**src/design/sorted_address_region_table_assert.svh**
```systemverilog
`ifndef SORTED_ADDRESS_REGION_TABLE_ASSERT_SVH
`define SORTED_ADDRESS_REGION_TABLE_ASSERT_SVH

// same-cycle implication
`define SART_ASSERT_IMP(lbl, clk, rst, a, b) \
  lbl: assert property (@(posedge clk) disable iff (rst) (a) |-> (b)) \
    else $error("assertion failed");

// next-cycle implication
`define SART_ASSERT_NXT(lbl, clk, rst, a, b) \
  lbl: assert property (@(posedge clk) disable iff (rst) (a) |=> (b)) \
    else $error("assertion failed");

`endif

```
**src/design/sart_pkg.sv**
```systemverilog
`timescale 1ns / 1ps

package sart_pkg;

  localparam int MAX_REGIONS_DEF = 64;
  localparam int HANDLE_BITS_DEF = 8;

  localparam logic [1:0] REQ_LOOKUP = 2'd0;
  localparam logic [1:0] REQ_INSERT = 2'd1;
  localparam logic [1:0] REQ_CLEAR  = 2'd2;

  localparam logic [1:0] ST_OK   = 2'd0;
  localparam logic [1:0] ST_MISS = 2'd1;
  localparam logic [1:0] ST_OVL  = 2'd2;
  localparam logic [1:0] ST_FULL = 2'd3;

  typedef enum logic [1:0] {
    RD_MID,
    RD_LO_M1,
    RD_LO,
    RD_I_M1
  } sart_rd_sel_t;

  typedef struct packed {
    logic         load;
    logic         search_init;
    logic         search_step;
    sart_rd_sel_t rd_sel;
    logic         shift_init;
    logic         shift_write;
    logic         write_new;
    logic         clear;
    logic         resp;
    logic [1:0]   resp_status;
    logic         resp_hit;
  } sart_cmd_t;

  typedef struct packed {
    logic [1:0] req;
    logic       full;
    logic       search_open;
    logic       lo_zero;
    logic       lo_lt_count;
    logic       idx_gt_lo;
    logic       below_end;
    logic       ovl_hi;
  } sart_stat_t;

endpackage

```
**src/design/sart_ctrl.sv**
```systemverilog
`timescale 1ns / 1ps

module sart_ctrl (
  input  logic               clk,
  input  logic               rst,
  input  logic               start,
  output logic               busy,
  input  sart_pkg::sart_stat_t stat,
  output sart_pkg::sart_cmd_t  cmd
);
  import sart_pkg::*;

  typedef enum logic [3:0] {
    S_IDLE,
    S_DISPATCH,
    S_SRCH,
    S_SCMP,
    S_LK_CMP,
    S_CLO,
    S_CHI_PRE,
    S_CHI,
    S_SH_RD,
    S_SH_WR
  } state_t;

  state_t state, state_next;

  always_ff @(posedge clk) begin
    if (rst) begin
      state <= S_IDLE;
    end else begin
      state <= state_next;
    end
  end

  assign busy = (state != S_IDLE);

  always_comb begin
    cmd = '0;
    cmd.rd_sel = RD_MID;
    state_next = state;
    case (state)
      S_IDLE: begin
        if (start) begin
          cmd.load = 1'b1;
          state_next = S_DISPATCH;
        end
      end
      S_DISPATCH: begin
        state_next = S_IDLE;
        cmd.resp = 1'b1;
        cmd.resp_status = ST_OK;
        if (stat.req == REQ_LOOKUP) begin
          cmd.resp = 1'b0;
          cmd.search_init = 1'b1;
          state_next = S_SRCH;
        end else if (stat.req == REQ_INSERT) begin
          if (stat.full) begin
            cmd.resp_status = ST_FULL;
          end else begin
            cmd.resp = 1'b0;
            cmd.search_init = 1'b1;
            state_next = S_SRCH;
          end
        end else if (stat.req == REQ_CLEAR) begin
          cmd.clear = 1'b1;
        end
      end
      S_SRCH: begin
        if (stat.search_open) begin
          cmd.rd_sel = RD_MID;
          state_next = S_SCMP;
        end else if (stat.req == REQ_LOOKUP) begin
          if (stat.lo_zero) begin
            cmd.resp = 1'b1;
            cmd.resp_status = ST_MISS;
            state_next = S_IDLE;
          end else begin
            cmd.rd_sel = RD_LO_M1;
            state_next = S_LK_CMP;
          end
        end else if (stat.lo_zero) begin
          state_next = S_CHI_PRE;
        end else begin
          cmd.rd_sel = RD_LO_M1;
          state_next = S_CLO;
        end
      end
      S_SCMP: begin
        cmd.search_step = 1'b1;
        state_next = S_SRCH;
      end
      S_LK_CMP: begin
        cmd.resp = 1'b1;
        cmd.resp_hit = stat.below_end;
        cmd.resp_status = stat.below_end ? ST_OK : ST_MISS;
        state_next = S_IDLE;
      end
      S_CLO: begin
        if (stat.below_end) begin
          cmd.resp = 1'b1;
          cmd.resp_status = ST_OVL;
          state_next = S_IDLE;
        end else begin
          state_next = S_CHI_PRE;
        end
      end
      S_CHI_PRE: begin
        if (stat.lo_lt_count) begin
          cmd.rd_sel = RD_LO;
          state_next = S_CHI;
        end else begin
          cmd.shift_init = 1'b1;
          state_next = S_SH_RD;
        end
      end
      S_CHI: begin
        if (stat.ovl_hi) begin
          cmd.resp = 1'b1;
          cmd.resp_status = ST_OVL;
          state_next = S_IDLE;
        end else begin
          cmd.shift_init = 1'b1;
          state_next = S_SH_RD;
        end
      end
      S_SH_RD: begin
        if (stat.idx_gt_lo) begin
          cmd.rd_sel = RD_I_M1;
          state_next = S_SH_WR;
        end else begin
          cmd.write_new = 1'b1;
          cmd.resp = 1'b1;
          cmd.resp_status = ST_OK;
          state_next = S_IDLE;
        end
      end
      S_SH_WR: begin
        cmd.shift_write = 1'b1;
        state_next = S_SH_RD;
      end
      default: begin
        state_next = S_IDLE;
      end
    endcase
  end

endmodule

```
**config.mk**
```make
export PLATFORM = sky130hd
export DESIGN_NAME = sart_ctrl
export DESIGN_NICKNAME = d
export VERILOG_FILES = /design/src/design/sorted_address_region_table_assert.svh /design/src/design/sart_pkg.sv /design/src/design/sart_ctrl.sv
export SDC_FILE = /design/constraint.sdc
export NUM_CORES = 1
export LEC_CHECK = 0
export ABC_AREA = 1
export BUFFER_PORTS_ARGS = -buffer_cell sky130_fd_sc_hd__buf_2
export CAP_MARGIN = 15
export CORE_AREA = 2 2 39 41
export DETAILED_ROUTE_END_ITERATION = 6
export DIE_AREA = 0 0 41 43
export PLACE_DENSITY_LB_ADDON = 0.25
export SYNTH_ARGS = -nofsm -noshare
export SYNTH_HDL_FRONTEND = slang
export SYNTH_SLANG_ARGS = --single-unit
```
**constraint.sdc**
```tcl
create_clock -name clk -period 1.1 [get_ports clk]
set_input_delay 0.22 -clock clk [delete_from_list [all_inputs] [get_ports clk]]
set_output_delay 0.22 -clock clk [all_outputs]
set_load 0.1 [all_outputs]
```
==> out/qor.yml, run 1 <==
floorplanning:
  start_util_pct: 31.8
  die_x_um: 41
  io_pins: 26
  rows: 14
  dieHeight_um: 43
place:
  place_ws_ns: -0.339
  dp_hpwl_mm: 1.78
  gp_congestion: 0.788
  dpl_cell_area_um2: 1210
  io_buffers: 25
synth:
  yosysWarnings: 0
  synthAdderAreaFrac_pct: 0
  synthXorXnorAreaFrac_pct: 0
  synth_compound_area_share_pct: 14.5
  synth-seq-cells: 4
  netlist_instances: 83
  ys_types: 16
  synth.net_count: 95
  yosys.area_share.simple_pct: 52.0
  syn_area_per_cell_um2: 5.31
  synth_top_family_by_area: "simple AND/OR/NAND/NOR gates"
  synth-seq-area-share_pct: 18.2
  muxShareOfSynthArea_pct: 0
  synthesis.area_um2: 440
status:
  status: "did not finish"
  stop_error: "[ERROR DPL-0038] Utilization greater than 100%, impossible to legalize"
  haltStage: "4_1_cts"
clock_tree:
  cts_resized: 41
  cts_sinks: 4
  cts_max_path_buffers: 2
  cts_setup_buffers: 7
  htreeDepth: 1
  cts_root_buffer: "clkbuf_4"
  cts-buffers-inserted: 3
  hold_buffers: 0
[through the flow]
step	util [%]	setup TNS [ns]	std cells
floorplan	-	-4.95	83
global placement	87.2	-3.34	149
detailed placement	87.2	-4.16	149
[cells in the mapped netlist, drive strengths merged]
cell type | n | area [µm²]
a21boi | 1 | 11.3
a21oi | 2 | 10.0
dfxtp | 4 | 80.1
inv | 18 | 67.6
nand2 | 15 | 56.3
nand3 | 11 | 55.1
nand3b | 1 | 7.51
nand4 | 2 | 12.5
nor2 | 18 | 77.6
nor3 | 4 | 20.0
o211ai | 1 | 7.51
o21ai | 5 | 28.8
o22ai | 1 | 6.26
[kinds of logic after synthesis]
family,count (synthesis)
buffers and inverters,18
AND/OR/NAND/NOR,51
AO/OA/AOI/OAI,10
flip-flops,4
==> run 2: changes to the inputs <==
--- a/config.mk
+++ b/config.mk
@@ -8,10 +8,10 @@
 export ABC_AREA = 1
 export BUFFER_PORTS_ARGS = -buffer_cell sky130_fd_sc_hd__buf_2
 export CAP_MARGIN = 15
-export CORE_AREA = 2 2 39 41
+export CORE_AREA = 2 2 63 65
 export DETAILED_ROUTE_END_ITERATION = 6
-export DIE_AREA = 0 0 41 43
-export PLACE_DENSITY_LB_ADDON = 0.25
+export DIE_AREA = 0 0 65 67
+export PLACE_DENSITY_LB_ADDON = 0.15
 export SYNTH_ARGS = -nofsm -noshare
 export SYNTH_HDL_FRONTEND = slang
 export SYNTH_SLANG_ARGS = --single-unit
==> constraint.sdc (replaced) <==
create_clock -name clk -period 1.4 [get_ports clk]
set_input_delay 0.28 -clock clk [delete_from_list [all_inputs] [get_ports clk]]
set_output_delay 0.28 -clock clk [all_outputs]
set_load 0.1 [all_outputs]
==> run 2 against run 1 <==
The flow now finishes, with violations (setup timing). Synthesized area unchanged. Synthesized cell count unchanged.
==> out/qor.yml, run 2 <==
synth:
  synth.area.top_cells: "dfxtp_1, inv_1, nor2_1"
  synth_edf_count: 0
  synthDominantCellAreaShare_pct: 18.2
  synthTopCellsByCount: "inv_1, nor2_1, nand2_1"
  synth_flop_cell: "dfxtp_1"
  syn_area_per_cell_um2: 5.31
  synthesis.area_um2: 440
  ys_types: 16
  synth-async-reset-ratio_pct: 0
  synth.net_count: 95
  yosysTopAreaCell: "dfxtp_1"
  yosysWarnings: 0
  synth-seq-cells: 4
  yosysMostFrequentCell: "inv_1"
  netlist_instances: 83
  synth-seq-area-share_pct: 18.2
routing:
  wl_mm: 1.89
  vias: 726
  ant_nets: 0
  routed_via_density: 3.86
  first_iter_violations: 26
  first_pass_iters: 4
  route.detailed.wl_per_inst_um: 10.1
  drc_errors: 0
cells_and_area:
  syn2layout_area_growth_pct: 226
  regMostFlops: "state"
  fin_nets: 153
  diodes: 0
  drive_gt1_share_pct: 75.0
  top_regs: "state (4)"
  fin_cells: 188
  layout_commonest_cell: "buf_4"
  fillers: 382
  largest_register_ffs: 4
  final_cell_mix: "buf_4, buf_12, buf_2"
floorplanning:
  dieHeight_um: 67
  die_x_um: 65
  die_area_um2: 4360
  rows: 22
  core-area_um2: 3610
  io_pins: 26
  start_util_pct: 12.2
critical_path:
  crit_type: "reg2out"
  crit_fanout: 5
  worstPathArrival_ns: 1.41
  cp-end-kind: "primary output"
  r2r_cells: 8
  cp.required_ns: 1.12
  startpoint_type: "flip-flop"
clock_tree:
  cts_max_path_buffers: 2
  cts_sinks: 4
  cts_tree: "built"
  hold_buffers: 0
  htreeDepth: 1
  cts-buffers-inserted: 3
  insertion_delay_ns: 0.22
  cts_root_buffer: "clkbuf_8"
  cts.reportedPaths.clkPinSlew_ns: 0.03
sta:
  rsz0062_at_grt: "true"
  worst_slack_ns: -0.290
  drv_slew: 0
  setup_violations: 14
  maxClockFrequency_ghz: 0.592
  slew_headroom_pct: 72.8
  setup_tns_ns: -2.52
  fin_crit_ns: 1.69
  fin_hold_ws_ns: 0.270
  fin_crit_sh_pct: 121
  finClkSkew_ns: 0.00305
  worst_pin_slew_ns: 0.405
  hold_viol: 0
place:
  io_buffers: 25
  place_ws_ns: -0.105
  gp_congestion: 0.761
  dp.cells: 176
  dp_hpwl_mm: 1.59
grt:
  grt_usage_pct: 9.61
  grt_pass1_vias: 743
  grt_pass1_wl_mm: 3.18
  grt_max_degree: 7
  antenna_found_initial: 0
  grt_overflow: 0
pwr:
  p_leak_nw: 0.617
  power.total_w: 0.00104
  p_per_area_nw_per_um2: 725
  vdd_drop_max_v: 0.000537
status:
  violations: "setup timing"
  status: "finished, violations left"
worst_hold_path:
  worstHoldPathCells: 2
  hold_path_class: "in2reg"
job:
  max-cap-violations: 0
[run 2: timing repair]
item	4_1_cts	5_1_grt
setup buffers	3	5
resized for setup	29	5
pin swaps	9	6
endpoints found under the setup margin	14	14
[run 2: report_power, final]
group          internal [W]  total (W)  switching [W]
logic              0.000260   0.000643       0.000383
clock network      0.000195   0.000259      0.0000645
registers          0.000122   0.000140      0.0000175
[run 2: kinds of logic after synthesis]
group,Yosys count,synth area share (%)
and+or+nand+nor,51,52.0
buffers and inverters,18,15.3
AOI/OAI and AO/OA,10,14.5
DFF,4,18.2
[run 2: area by class of cell]
cell class / count / area [µm²] / share of cell area [%]
Timing Repair Buffer: 53 / 579 / 40.3
Multi-Input combinational cell: 61 / 574 / 39.9
Sequential cell: 4 / 95.1 / 6.61
Inverter: 18 / 83.8 / 5.83
Tap cell: 48 / 60.1 / 4.18
Clock buffer: 4 / 45.0 / 3.13
[run 2: routing by layer]
layer	routed length [µm]	global-route usage [%]	up-vias
met5	0	0	-
met4	0	4.79	0
met3	75	2.03	0
met2	1020	16.4	14
met1	797	11.4	330
li1	-	-	382
[run 2: critical path, cell delays in order, from the launching register on]
cell and delay (ns):
dfxtp_4 0.36, inv_6 0.04, nor2_4 0.19, nand3_4 0.11, buf_6 0.13, o21ai_4 0.16, buf_12 0.20
[run 2: stage by stage]
step / util (%) / cell area [µm²]
after global routing: 39.9 / 1440
after CTS: 38.0 / 1370
final: 39.9 / 1440
after global placement: 32.9 / 1190
after detailed placement: 32.9 / 1190
after floorplan: - / 641
[run 2: worst paths after layout]
path | start | end | slack [ns]
hold reg to reg | state[3]$_SDFFE_PP0P_ | state[0]$_SDFFE_PP0P_ | 0.65
setup / recovery | state[2]$_SDFFE_PP0P_ | cmd[7] | -0.29
hold / removal | rst | state[3]$_SDFFE_PP0P_ | 0.27
setup reg to reg | state[2]$_SDFFE_PP0P_ | state[3]$_SDFFE_PP0P_ | 0.10
No activity file was read; power rests on OpenSTA's default activity.
==> run 3: changes to the inputs <==
--- a/config.mk
+++ b/config.mk
@@ -7,11 +7,9 @@
 export LEC_CHECK = 0
 export ABC_AREA = 1
 export BUFFER_PORTS_ARGS = -buffer_cell sky130_fd_sc_hd__buf_2
-export CAP_MARGIN = 15
 export CORE_AREA = 2 2 63 65
 export DETAILED_ROUTE_END_ITERATION = 6
 export DIE_AREA = 0 0 65 67
-export PLACE_DENSITY_LB_ADDON = 0.15
 export SYNTH_ARGS = -nofsm -noshare
 export SYNTH_HDL_FRONTEND = slang
 export SYNTH_SLANG_ARGS = --single-unit
==> run 3 against run 2 <==
Sequential share of layout area is essentially flat. Via count increased by 3.9%. Largest cell class unchanged. Critical path depth is the same. Sequential power hardly changed. Global-route usage is 0.28 points lower. Register-to-register slack worse by 0.07 ns. Hold slack lost 0.0026 ns. Die area is the same. The flow still finishes with violations (setup timing). Power decreased by 1.7%.
==> out/qor.yml, run 3 (same netlist as run 2, synthesis figures left out) <==
status:
  status: "finished, violations left"
  violations: "setup timing"
sta:
  fin_crit_ns: 1.63
  worst_pin_slew_ns: 0.409
  worst_slack_ns: -0.229
  fin_crit_sh_pct: 116
  finClkSkew_ns: 0.00512
  hold_viol: 0
  rsz0062_at_grt: "true"
  slew_headroom_pct: 72.5
  drv_slew: 0
  setup_violations: 14
  maxClockFrequency_ghz: 0.614
  setup_tns_ns: -2.33
cells_and_area:
  fin_nets: 156
  drive_gt1_share_pct: 76.9
  final_cell_mix: "buf_4, buf_12, buf_2"
  fin_cells: 191
  top_regs: "state (4)"
  design_area_um2: 1430
  syn2layout_area_growth_pct: 225
  regMostFlops: "state"
  largest_register_ffs: 4
  layout.area.seq_um2: 95.1
  multi_input_area_um2: 551
  diodes: 0
  fillers: 356
  layout_commonest_cell: "buf_4"
pwr:
  power.total_w: 0.00102
  p_per_area_nw_per_um2: 715
  vdd_drop_max_v: 0.000571
  p_leak_nw: 0.633
floorplanning:
  dieHeight_um: 67
  core-area_um2: 3610
  rows: 22
  die_x_um: 65
  start_util_pct: 12.2
  io_pins: 26
  die_area_um2: 4360
grt:
  grt_overflow: 0
  grt_pass1_vias: 788
  antenna_found_initial: 0
  grt_max_degree: 7
  grt_pass1_wl_mm: 3.19
  grt_usage_pct: 9.33
critical_path:
  cp_slowest_stage_delay_ns: 0.37
  cp_slowest_cell: "dfxtp_4"
  startpoint_type: "flip-flop"
  path_cells: "nor2_4 > nand3_2 > o21ai_2 > inv_2 > nand3_4 > buf_12"
  crit_fanout: 6
  cp-end-kind: "primary output"
  worstPathArrival_ns: 1.35
  cp.required_ns: 1.12
  crit_type: "reg2out"
place:
  place_ws_ns: -0.0991
  io_buffers: 25
  gp_congestion: 0.793
  dp.cells: 179
  dpl_cell_area_um2: 1210
  dp_hpwl_mm: 1.54
routing:
  first_pass_iters: 4
  ant_nets: 0
  wl_mm: 1.84
  vias: 754
  first_iter_violations: 12
  route.detailed.wl_per_inst_um: 9.62
  drc_errors: 0
  routed_via_density: 3.95
clock_tree:
  hold_buffers: 0
  cts_root_buffer: "clkbuf_8"
  cts_max_path_buffers: 2
  cts_sinks: 4
  cts-buffers-inserted: 3
  cts_tree: "built"
  htreeDepth: 1
  insertion_delay_ns: 0.22
  cts.reportedPaths.clkPinSlew_ns: 0.03
job:
  max-cap-violations: 0
worst_hold_path:
  hold_path_class: "in2reg"
-- run 3: cell types whose count changed in the layout (fill, tap and decap cells not counted), sizes merged --
cell  change
buf       +3
-- run 3: timing repair --
item,4_1_cts,5_1_grt
endpoints found under the hold margin,0,0
setup buffers,6,3
gates cloned,0,0
pin swaps,18,11
endpoints found under the setup margin,14,17
gates resized for setup,24,8
-- run 3: worst max-delay path: cells and delay by family, from the launching register on --
family	cells	cell delay, ns
flops	1	0.37
simple gates	3	0.35
buf+inv	2	0.26
compound gates	1	0.14
-- run 3: layer usage --
metal	share of wire [%]	vias up	track usage (%)
met3	5.7	4	1.69
met2	50	24	15.9
met5	0	-	0
met4	2.6	0	4.52
li1	-	394	-
met1	41	332	11.3
-- run 3: cell type report --
type                            count  area share, %
Inverter                           18           6.38
Clock buffer                        4           3.14
Tap cell                           48           4.19
Sequential cell                     4           6.64
Timing Repair Buffer               56           41.2
Multi-Input combinational cell     61           38.4
-- run 3: metrics by stage --
step / hold WS (ns) / util (%)
global route: 0.289 / 39.7
detailed placement: 0.490 / 33.5
floorplan: 0.342 / -
finish: 0.268 / 39.7
global placement: 0.487 / 33.5
CTS: 0.265 / 38.4
-- run 3: worst paths after layout --
kind,end,start,slack (ns),cells past startpoint
min,state[1]$_SDFFE_PP0P_,rst,0.27,2
max,cmd[3],state[3]$_SDFFE_PP0P_,-0.23,6
min reg2reg,state[0]$_SDFFE_PP0P_,state[2]$_SDFFE_PP0P_,0.63,3
max reg2reg,state[3]$_SDFFE_PP0P_,state[0]$_SDFFE_PP0P_,0.03,10
-- run 3: power breakdown --
group / switching [W] / internal [W]
clock network: 0.0000595 / 0.000194
registers: 0.0000188 / 0.000122
logic: 0.000375 / 0.000254
total: 0.000454 / 0.000571
